**src/design/vao_pkg.sv**
```systemverilog
// shared constants, types and state encoding for the oldest-steal voice allocator
// no dependencies
`default_nettype none

package vao_pkg;

	localparam int VOICES      = 8;
	localparam int VOICE_W     = (VOICES > 1) ? $clog2(VOICES) : 1;
	localparam int MAX_REPORT  = 8;
	localparam int N_REPORT    = (VOICES < MAX_REPORT) ? VOICES : MAX_REPORT;

	localparam int OP_W        = 2;
	localparam int KEY_W       = 7;
	localparam int TIME_W      = 48;
	localparam int ACT_W       = 2;
	localparam int OUT_VOICE_W = 3;

	// opcodes
	localparam logic [OP_W-1:0] OP_PRESS   = 2'd0;
	localparam logic [OP_W-1:0] OP_RELEASE = 2'd1;
	localparam logic [OP_W-1:0] OP_ALL_OFF = 2'd2;

	// result actions
	localparam logic [ACT_W-1:0] ACT_NONE    = 2'd0;
	localparam logic [ACT_W-1:0] ACT_START   = 2'd1;
	localparam logic [ACT_W-1:0] ACT_RELEASE = 2'd2;
	localparam logic [ACT_W-1:0] ACT_CLEAR   = 2'd3;

	localparam logic [KEY_W-1:0] KEY_LIMIT = 7'h53;

	// a held voice counts as released at a time past every stamp
	localparam logic [TIME_W:0] NEVER_RELEASED = {1'b1, {TIME_W{1'b0}}};

	localparam logic [VOICE_W-1:0] LAST_IDX   = VOICE_W'(VOICES - 1);
	localparam logic [VOICE_W-1:0] REPORT_END = VOICE_W'(N_REPORT - 1);

	typedef struct packed {
		logic [KEY_W-1:0]  key;
		logic [TIME_W-1:0] press;
		logic [TIME_W-1:0] rel;
		logic              held;
	} vao_voice_t;

	typedef struct packed {
		logic              start;
		logic              stop;
		logic              clear_key;
		logic [KEY_W-1:0]  key;
		logic [TIME_W-1:0] now;
	} vao_edit_t;

	typedef enum logic [1:0] {
		ST_IDLE,
		ST_SCAN,
		ST_WRITE,
		ST_FINISH
	} vao_state_t;

endpackage

`default_nettype wire

```
**src/design/vao_if.sv**
```systemverilog
// event and result channel interfaces of the voice allocator
// depends on vao_pkg
`default_nettype none

interface vao_evt_if import vao_pkg::*; ();
	logic              valid;
	logic              ready;
	logic [OP_W-1:0]   opcode;
	logic [KEY_W-1:0]  note_key;
	logic [TIME_W-1:0] now;

	modport source (output valid, opcode, note_key, now, input ready);
	modport sink (input valid, opcode, note_key, now, output ready);
endinterface

interface vao_res_if import vao_pkg::*; ();
	logic                   valid;
	logic                   ready;
	logic [ACT_W-1:0]       action;
	logic [OUT_VOICE_W-1:0] voice;
	logic [KEY_W-1:0]       voice_key;
	logic                   last;

	modport source (output valid, action, voice, voice_key, last, input ready);
	modport sink (input valid, action, voice, voice_key, last, output ready);
endinterface

`default_nettype wire

```
**src/design/vao_cell.sv**
```systemverilog
// one voice cell of the rotating ring: holds key, press and release stamps, held flag
// depends on vao_pkg
`default_nettype none

module vao_cell import vao_pkg::*; (
	input  wire logic       clk,
	input  wire logic       arst_n,
	input  wire logic       shift,
	input  wire vao_voice_t state_in,
	input  wire vao_edit_t  edit,
	output vao_voice_t      cur_q
);

	vao_voice_t nxt;

	always_comb begin
		nxt = state_in;
		if (edit.stop) begin
			nxt.held = 1'b0;
			nxt.rel  = edit.now;
			if (edit.clear_key) begin
				nxt.key = '0;
			end
		end
		if (edit.start) begin
			nxt.key   = edit.key;
			nxt.press = edit.now;
			nxt.held  = 1'b1;
		end
	end

	always_ff @(posedge clk or negedge arst_n) begin
		if (!arst_n) begin
			cur_q <= '0;
		end else if (shift) begin
			cur_q <= nxt;
		end
	end

endmodule

`default_nettype wire

```
**src/design/voice_allocator_oldest_steal.sv**
```systemverilog
// press: one scan round, one write round, then the finish state loads the result
// release: one scan round, then the finish state; all notes off: one scan round, one result
// per reported voice; high key press or undefined opcode: straight to the finish state
// the ring of voice cells rotates one place a cycle past a single compare unit (all notes off
// stalls on the result side); next word accepted the cycle after the last result is loaded
// arst_n clears all voices (key 0, stamps 0, not held) and sets release_mode to 1
`default_nettype none

module voice_allocator_oldest_steal import vao_pkg::*; (
	input  wire logic   clk,
	input  wire logic   arst_n,
	input  wire logic   cfg_we,
	input  wire logic   cfg_wdata,
	vao_evt_if.sink     evt,
	vao_res_if.source   res
);

	// ---------------------------------------------------------------
	// control and item registers
	// ---------------------------------------------------------------
	vao_state_t          state_q, state_nxt;
	logic                mode_q;          // release mode register
	logic [VOICE_W-1:0]  idx_q;           // voice currently at the head of the ring
	logic [OP_W-1:0]     op_q;
	logic [KEY_W-1:0]    key_q;
	logic [TIME_W-1:0]   now_q;
	logic                found_q;         // key match seen earlier in this turn
	logic                nothing_q;       // press of a key already held
	logic [VOICE_W-1:0]  pick_q;          // steal candidate so far
	logic [TIME_W:0]     pick_rel_q;
	logic [TIME_W-1:0]   pick_press_q;
	logic [ACT_W-1:0]    act_q;           // pending single result
	logic [VOICE_W-1:0]  voice_q;
	logic [KEY_W-1:0]    rkey_q;

	// output register, parts the result side from the ring
	logic                   o_valid_q;
	logic [ACT_W-1:0]       o_act_q;
	logic [OUT_VOICE_W-1:0] o_voice_q;
	logic [KEY_W-1:0]       o_key_q;
	logic                   o_last_q;

	// ---------------------------------------------------------------
	// ring of voice cells, head at cell 0, edited word enters the tail
	// ---------------------------------------------------------------
	vao_voice_t chain_q [VOICES];
	vao_voice_t head;
	vao_edit_t  edit;
	logic       step_en;

	assign head = chain_q[0];

	for (genvar j = 0; j < VOICES; j++) begin : g_ring
		if (j == VOICES - 1) begin : g_tail
			vao_cell u_cell (
				.clk      (clk),
				.arst_n   (arst_n),
				.shift    (step_en),
				.state_in (head),
				.edit     (edit),
				.cur_q    (chain_q[j])
			);
		end else begin : g_body
			vao_cell u_cell (
				.clk      (clk),
				.arst_n   (arst_n),
				.shift    (step_en),
				.state_in (chain_q[j+1]),
				.edit     ('0),
				.cur_q    (chain_q[j])
			);
		end
	end

	// ---------------------------------------------------------------
	// compare unit on the head voice
	// ---------------------------------------------------------------
	logic [TIME_W:0]   head_eff;
	logic              take_new;
	logic              key_hit;
	logic [ACT_W-1:0]  end_act;
	logic              can_load;
	logic              at_last;
	logic              emit;

	assign head_eff = head.held ? NEVER_RELEASED : {1'b0, head.rel};
	// released longer ago wins, ties to the earlier press, then lower index
	assign take_new = (pick_rel_q > head_eff) ||
		((pick_rel_q == head_eff) && (pick_press_q > head.press));
	assign key_hit  = (head.key == key_q);
	assign end_act  = mode_q ? ACT_RELEASE : ACT_CLEAR;
	assign can_load = !o_valid_q || res.ready;
	assign at_last  = (idx_q == LAST_IDX);
	assign emit     = (idx_q <= REPORT_END);

	assign evt.ready = (state_q == ST_IDLE);

	// ---------------------------------------------------------------
	// next state
	// ---------------------------------------------------------------
	always_comb begin
		state_nxt = state_q;
		case (state_q)
			ST_IDLE: begin
				if (evt.valid) begin
					case (evt.opcode)
						OP_PRESS: begin
							state_nxt = (evt.note_key >= KEY_LIMIT) ? ST_FINISH : ST_SCAN;
						end
						OP_RELEASE, OP_ALL_OFF: begin
							state_nxt = ST_SCAN;
						end
						default: begin
							state_nxt = ST_FINISH;
						end
					endcase
				end
			end
			ST_SCAN: begin
				if (step_en && at_last) begin
					case (op_q)
						OP_PRESS:   state_nxt = ST_WRITE;
						OP_RELEASE: state_nxt = ST_FINISH;
						default:    state_nxt = ST_IDLE;
					endcase
				end
			end
			ST_WRITE: begin
				if (at_last) begin
					state_nxt = ST_FINISH;
				end
			end
			ST_FINISH: begin
				if (can_load) begin
					state_nxt = ST_IDLE;
				end
			end
			default: state_nxt = ST_IDLE;
		endcase
	end

	// ---------------------------------------------------------------
	// ring shift, cell edit and result load
	// ---------------------------------------------------------------
	logic                   load;
	logic [ACT_W-1:0]       ld_act;
	logic [OUT_VOICE_W-1:0] ld_voice;
	logic [KEY_W-1:0]       ld_key;
	logic                   ld_last;

	always_comb begin
		step_en        = 1'b0;
		edit           = '0;
		edit.clear_key = !mode_q;
		edit.key       = key_q;
		edit.now       = now_q;
		load           = 1'b0;
		ld_act         = ACT_NONE;
		ld_voice       = '0;
		ld_key         = '0;
		ld_last        = 1'b0;
		case (state_q)
			ST_SCAN: begin
				case (op_q)
					OP_PRESS: begin
						step_en = 1'b1;
					end
					OP_RELEASE: begin
						// first held voice with the key is ended
						step_en   = 1'b1;
						edit.stop = !found_q && key_hit && head.held;
					end
					default: begin
						// all notes off: one word per reported voice, stalls on the result side
						step_en   = !emit || can_load;
						edit.stop = head.held;
						load      = emit && can_load;
						ld_last   = (idx_q == REPORT_END);
						if (head.held) begin
							ld_act   = end_act;
							ld_voice = OUT_VOICE_W'(idx_q);
							ld_key   = mode_q ? head.key : '0;
						end
					end
				endcase
			end
			ST_WRITE: begin
				step_en    = 1'b1;
				edit.start = !nothing_q && (idx_q == pick_q);
			end
			ST_FINISH: begin
				load    = can_load;
				ld_act  = act_q;
				ld_last = 1'b1;
				if (act_q != ACT_NONE) begin
					ld_voice = OUT_VOICE_W'(voice_q);
					ld_key   = rkey_q;
				end
			end
			default: begin
				step_en = 1'b0;
			end
		endcase
	end

	// ---------------------------------------------------------------
	// registers
	// ---------------------------------------------------------------
	always_ff @(posedge clk or negedge arst_n) begin
		if (!arst_n) begin
			state_q <= ST_IDLE;
			mode_q  <= 1'b1;
			idx_q   <= '0;
			found_q <= 1'b0;
			nothing_q <= 1'b0;
			o_valid_q <= 1'b0;
		end else begin
			state_q <= state_nxt;
			if (cfg_we) begin
				mode_q <= cfg_wdata;
			end
			if (step_en) begin
				idx_q <= at_last ? '0 : idx_q + 1'b1;
			end
			if (evt.valid && evt.ready) begin
				found_q   <= 1'b0;
				nothing_q <= 1'b0;
			end else if (state_q == ST_SCAN && !found_q) begin
				if (op_q == OP_PRESS && key_hit) begin
					found_q <= 1'b1;
					if (head.held) begin
						nothing_q <= 1'b1;
					end
				end else if (op_q == OP_RELEASE && key_hit && head.held) begin
					found_q <= 1'b1;
				end
			end
			if (load) begin
				o_valid_q <= 1'b1;
			end else if (res.ready) begin
				o_valid_q <= 1'b0;
			end
		end
	end

	// item payload, steal candidate and pending result
	always_ff @(posedge clk) begin
		if (evt.valid && evt.ready) begin
			op_q   <= evt.opcode;
			key_q  <= evt.note_key;
			now_q  <= evt.now;
			act_q  <= ACT_NONE;
			voice_q <= '0;
			rkey_q <= '0;
		end
		if (state_q == ST_SCAN && op_q == OP_PRESS && !found_q) begin
			// a released voice still carrying the key is reused
			if (idx_q == '0 || take_new || (key_hit && !head.held)) begin
				pick_q <= idx_q;
			end
			if (idx_q == '0 || take_new) begin
				pick_rel_q   <= head_eff;
				pick_press_q <= head.press;
			end
		end
		if (state_q == ST_SCAN && op_q == OP_RELEASE && !found_q && key_hit && head.held) begin
			act_q   <= end_act;
			voice_q <= idx_q;
			rkey_q  <= mode_q ? head.key : '0;
		end
		if (state_q == ST_WRITE && at_last) begin
			act_q   <= nothing_q ? ACT_NONE : ACT_START;
			voice_q <= pick_q;
			rkey_q  <= key_q;
		end
		if (load) begin
			o_act_q   <= ld_act;
			o_voice_q <= ld_voice;
			o_key_q   <= ld_key;
			o_last_q  <= ld_last;
		end
	end

	assign res.valid     = o_valid_q;
	assign res.action    = o_act_q;
	assign res.voice     = o_voice_q;
	assign res.voice_key = o_key_q;
	assign res.last      = o_last_q;

`ifndef SYNTHESIS
	// the ring is back in its home position whenever no item is in flight
	a_home_when_idle: assert property (@(posedge clk) disable iff (!arst_n)
		(state_q == ST_IDLE) |-> (idx_q == '0))
		else $error("ring not aligned in idle");

	a_idx_range: assert property (@(posedge clk) disable iff (!arst_n)
		idx_q <= LAST_IDX)
		else $error("head index out of range");

	a_leave_idle: assert property (@(posedge clk) disable iff (!arst_n)
		(evt.valid && evt.ready) |=> (state_q != ST_IDLE))
		else $error("accepted word did not start work");

	a_none_zero: assert property (@(posedge clk) disable iff (!arst_n)
		(res.valid && res.action == ACT_NONE) |-> (res.voice == '0 && res.voice_key == '0))
		else $error("nothing result carries voice data");
`endif

endmodule

`default_nettype wire

```
**src/flat_wrapper.sv**
```systemverilog
// flat-port wrapper written by rule: the top's interface ports become plain ports
module voice_allocator_oldest_steal_flat import vao_pkg::*;
  (clk, arst_n, cfg_we, cfg_wdata, evt_valid, evt_opcode, evt_note_key, evt_now, evt_ready, res_valid, res_action, res_voice, res_voice_key, res_last, res_ready);
  vao_evt_if evt_i ();
  vao_res_if res_i ();
  input  wire logic clk;
  input  wire logic arst_n;
  input  wire logic cfg_we;
  input  wire logic cfg_wdata;
  input wire logic [$bits(evt_i.valid)-1:0] evt_valid;
  input wire logic [$bits(evt_i.opcode)-1:0] evt_opcode;
  input wire logic [$bits(evt_i.note_key)-1:0] evt_note_key;
  input wire logic [$bits(evt_i.now)-1:0] evt_now;
  output wire logic [$bits(evt_i.ready)-1:0] evt_ready;
  output wire logic [$bits(res_i.valid)-1:0] res_valid;
  output wire logic [$bits(res_i.action)-1:0] res_action;
  output wire logic [$bits(res_i.voice)-1:0] res_voice;
  output wire logic [$bits(res_i.voice_key)-1:0] res_voice_key;
  output wire logic [$bits(res_i.last)-1:0] res_last;
  input wire logic [$bits(res_i.ready)-1:0] res_ready;
  assign evt_i.valid = evt_valid;
  assign evt_i.opcode = evt_opcode;
  assign evt_i.note_key = evt_note_key;
  assign evt_i.now = evt_now;
  assign evt_ready = evt_i.ready;
  assign res_valid = res_i.valid;
  assign res_action = res_i.action;
  assign res_voice = res_i.voice;
  assign res_voice_key = res_i.voice_key;
  assign res_last = res_i.last;
  assign res_i.ready = res_ready;
  voice_allocator_oldest_steal u_core (.clk(clk), .arst_n(arst_n), .cfg_we(cfg_we), .cfg_wdata(cfg_wdata), .evt(evt_i), .res(res_i));
endmodule
```
**config.mk**
```make
export PLATFORM = sky130hd
export DESIGN_NAME = voice_allocator_oldest_steal_flat
export DESIGN_NICKNAME = d
export VERILOG_FILES = /design/src/design/vao_pkg.sv /design/src/design/vao_if.sv /design/src/design/vao_cell.sv /design/src/design/voice_allocator_oldest_steal.sv /design/src/flat_wrapper.sv
export SDC_FILE = /design/constraint.sdc
export NUM_CORES = 2
export LEC_CHECK = 0
export ABC_AREA = 1
export CAP_MARGIN = 10
export CORE_MARGIN = 5
export CORE_UTILIZATION = 50
export CTS_CLUSTER_SIZE = 16
export DETAILED_ROUTE_END_ITERATION = 12
export DONT_BUFFER_PORTS = 1
export PLACE_DENSITY_LB_ADDON = 0.08
export SLEW_MARGIN = 10
export SYNTH_ARGS = -nofsm -noshare
export SYNTH_HDL_FRONTEND = slang
export SYNTH_SLANG_ARGS = --single-unit
```
**constraint.sdc**
```tcl
create_clock -name clk -period 5.75 [get_ports clk]
set_input_delay 0.2875 -clock clk [delete_from_list [all_inputs] [get_ports clk]]
set_output_delay 0.2875 -clock clk [all_outputs]
set_load 0.1 [all_outputs]
```
==> impl_metrics.py <==
metrics = {
    "critical_path": {
        "path_cells": "inv_2, nand2_1, ha_1, nand2_1, nor2_1, nor3b_1, nand3_1, nor2_1, nand2_1, nand3_1, nand2_1, nand3_1, nand2_1, inv_4, buf_12",
        "max_stage_delay_ps": 680,
        "critPathMaxFanout": 63,
        "cp_top_family": "buffers and inverters",
        "cp_slowest_cell": "inv_2",
        "crit_top_cell": "nand2_1",
        "cp.arrival_ps": 4380,
        "crit_buf_inv": 3,
        "criticalPathCategory": "reg2reg",
        "critPathLaunchType": "register",
        "worstPathRequired_ps": 6060,
        "critPathCaptureType": "register",
        "r2r_slack_ps": 1680,
        "r2r-start": "u_core.g_ring[0].g_body.u_cell.cur_q[0]",
        "crit_start": "u_core.g_ring[0].g_body.u_cell.cur_q[0]",
    },
    "floorplanning": {
        "fp-row-count": 105,
        "initial_utilization_pct": 50.1,
        "dieArea_mm2": 0.0877,
        "die_y_um": 296,
        "die_x_um": 296,
        "fp.coreArea_mm2": 0.0817,
        "io_pins": 78,
    },
    "yosys": {
        "yosys_warnings": 0,
        "synthCells": 4333,
        "synth_edf_count": 182,
        "synth_top_area_share_pct": 51.3,
        "yosysTopAreaCell": "dfrtp_1",
        "yosysMostFrequentCell": "nand2_1",
        "synth_area_per_cell_um2": 9.45,
        "syn_area_mm2": 0.0410,
        "syn_nets": 4501,
        "ys.flop_type": "dfrtp_1",
        "ys_seq_area_share_pct": 64.7,
        "synth_seq_cells": 1023,
        "ys_types": 33,
        "synthArstFlopShare_pct": 82.2,
        "ys_top_cells_by_count": "1958 x nand2_1, 840 x dfrtp_1, 363 x o21ai_0, 274 x inv_1, 182 x edfxtp_1",
        "synth.area.top_cells": "dfrtp_1 51%, nand2_1 18%, edfxtp_1 13%, o21ai_0 4.4%, ha_1 3.2%",
    },
    "grt": {
        "grt_pass1_vias": 26200,
        "grt.total_usage_pct": 18.9,
        "grt_max_degree": 842,
        "antenna_found_initial": 7,
        "grt_pass1_wl_um": 137000,
        "grt_overflow_total": 0,
    },
    "route": {
        "vias": 26900,
        "drt_iter0_drc": 1955,
        "ant_nets": 0,
        "wire_per_inst_um": 14.9,
        "drc": 0,
        "viasPerCell": 4.91,
        "dr.pass1.iters": 5,
        "routed_wl_um": 81600,
    },
    "outcome": {
        "status": "completed",
    },
    "placement": {
        "dp_hpwl_um": 47200,
        "place_inst": 5211,
        "gp_congestion": 0.833,
        "port_buffers": 0,
    },
    "power_and_ir_drop": {
        "p_leak_uw": 0.0227,
        "peakVddDrop_mv": 0.656,
        "p_per_area_mw_per_mm2": 573,
    },
    "sta": {
        "finalSetupViolations": 0,
        "finalClockSkew_ps": 18.7,
        "setup_tns_ps": 0,
        "rsz0062_at_grt": "false",
        "fmax_ghz": 0.246,
        "period_needed_ps": 4070,
        "finalCritPeriodShare_pct": 70.7,
        "worst_pin_slew_ps": 1150,
        "slew_headroom_pct": 23.3,
        "finalHoldViolCount": 0,
        "final-max-slew-violation-count": 0,
    },
    "cts": {
        "cts_buffer_depth": 3,
        "cts_tree": "yes",
        "root_buffer": "clkbuf_16",
        "clk_pin_slew_worst_paths_ps": 60,
        "numClockSinks": 1023,
        "clock_latency_ps": 660,
        "postCtsSetupBuffers": 0,
        "cts_made_buffers": 108,
        "h-tree-depth": 3,
    },
    "final_layout": {
        "fin_cells": 5484,
        "syn_to_final_growth_pct": 12.1,
        "nets": 4486,
        "drive_gt1_share_pct": 4.49,
    },
    "run": {
        "drv_cap": 0,
    },
    "hold_path": {
        "worstHoldStart": "evt_note_key[4]",
        "hp-class": "in2reg",
    },
}
sequential cells by signal, summed over array words and instances, names as in the netlist:
signal	flops
u_core.act_q	2
u_core.res.last	1
u_core.voice_q	3
u_core.pick_q	3
u_core.pick_rel_q	49
u_core.idx_q	3
u_core.mode_q	1
u_core.op_q	2
u_core.res.valid	1
u_core.key_q	7
u_core.state_q	2
u_core.res.voice_key	7
u_core.nothing_q	1
u_core.now_q	48
u_core.pick_press_q	48
u_core.g_ring.g_body.u_cell.cur_q	728
u_core.found_q	1
u_core.g_ring.g_tail.u_cell.cur_q	104
u_core.res.voice	3
u_core.rkey_q	7
u_core.res.action	2
placed cells by master, fill, tap and decap left out, types with 5 or more instances in the layout:
master and n:
bufinv_16 7, clkbuf_8 13, clkinv_2 19, nand2_1 1957, o21ai_1 42, buf_12 9, clkbuf_16 112, a21oi_1 156
clkbuf_1 42, buf_4 14, dlygate4sd3_1 62, buf_16 5, nand4_1 8, o21ai_0 363, ha_1 105, nor3_1 9
nor2_1 102, inv_1 272, edfxtp_1 182, o22ai_1 14, nand3_1 32, dfrtp_1 840, a21o_1 5
repair_timing:
| action | in CTS | in global routing |
|---|---|---|
| hold buffers | 61 | 2 |
| endpoints found under the hold margin | 902 | 261 |
| setup endpoints to repair | 0 | 0 |
| gates resized for setup | 0 | 0 |
cells by family (layout without fill, tap and decap cells):
kind of cell	Yosys count	count (layout)	share of synthesized area, %
AND/OR/NAND/NOR	2113	2113	19.6
flip-flops	1023	1023	64.7
AO/OA/AOI/OAI	591	591	7.37
buffers and inverters	493	570	4.95
adder cells (fa/ha/maj)	105	105	3.21
XOR/XNOR	8	8	0.171
other	0	4	0
worst paths after layout:
kind	endpoint	cells after the start
setup / recovery	u_core.pick_press_q[33]	15
hold / removal	u_core.state_q[1]	4
setup reg to reg	u_core.pick_press_q[33]	15
hold reg to reg	u_core.pick_press_q[8]	0
max in group asynchronous	u_core.g_ring[4].g_body.u_cell.cur_q[103]	5
min in group asynchronous	u_core.g_ring[4].g_body.u_cell.cur_q[82]	2
through the flow:
stage | util (%) | power, uW | area [um^2] | setup slack [ps] | hold slack [ps]
finish | 56.2 | 26300 | 45900 | 1680 | 57.8
global route | 56.2 | 28500 | 45900 | 1280 | 75.4
CTS | 56.0 | 26600 | 45800 | 1650 | -668
detailed placement | 50.9 | 19500 | 41600 | 1650 | 51.6
global placement | 50.9 | 19400 | 41600 | 1780 | 55.0
floorplan | - | 17600 | 41000 | 1380 | -8.09
power by group:
| group | switching, uW | internal (uW) | leakage, uW |
|---|---|---|---|
| logic | 5400 | 2360 | 0.00823 |
| registers | 1590 | 10100 | 0.0127 |
| clock network | 2820 | 4070 | 0.00174 |
worst min-delay path, delay by kind of cell:
family | cells | cell delay [ps]
compound gates | 3 | 250
simple gates | 1 | 140
per-layer routing:
| layer | vias up | GRT usage (%) | part of all wire [%] |
|---|---|---|---|
| li1 | 13700 | - | - |
| met1 | 12800 | 28.6 | 50 |
| met2 | 320 | 28.7 | 44 |
| met3 | 141 | 3.50 | 3.6 |
| met4 | 8 | 4.58 | 2.3 |
| met5 | - | 0 | 0.067 |
layout make-up:
type | instances | area (um^2)
timing repair buffer | 90 | 1040
clock inverter | 35 | 384
fill | 7302 | 35800
clock buffer | 167 | 3140
sequential | 1023 | 26500
tap | 1070 | 1340
antenna | 4 | 10.0
inverter | 278 | 1050
multi-input combinational | 2817 | 12400
(Power assumes the default switching activity.)
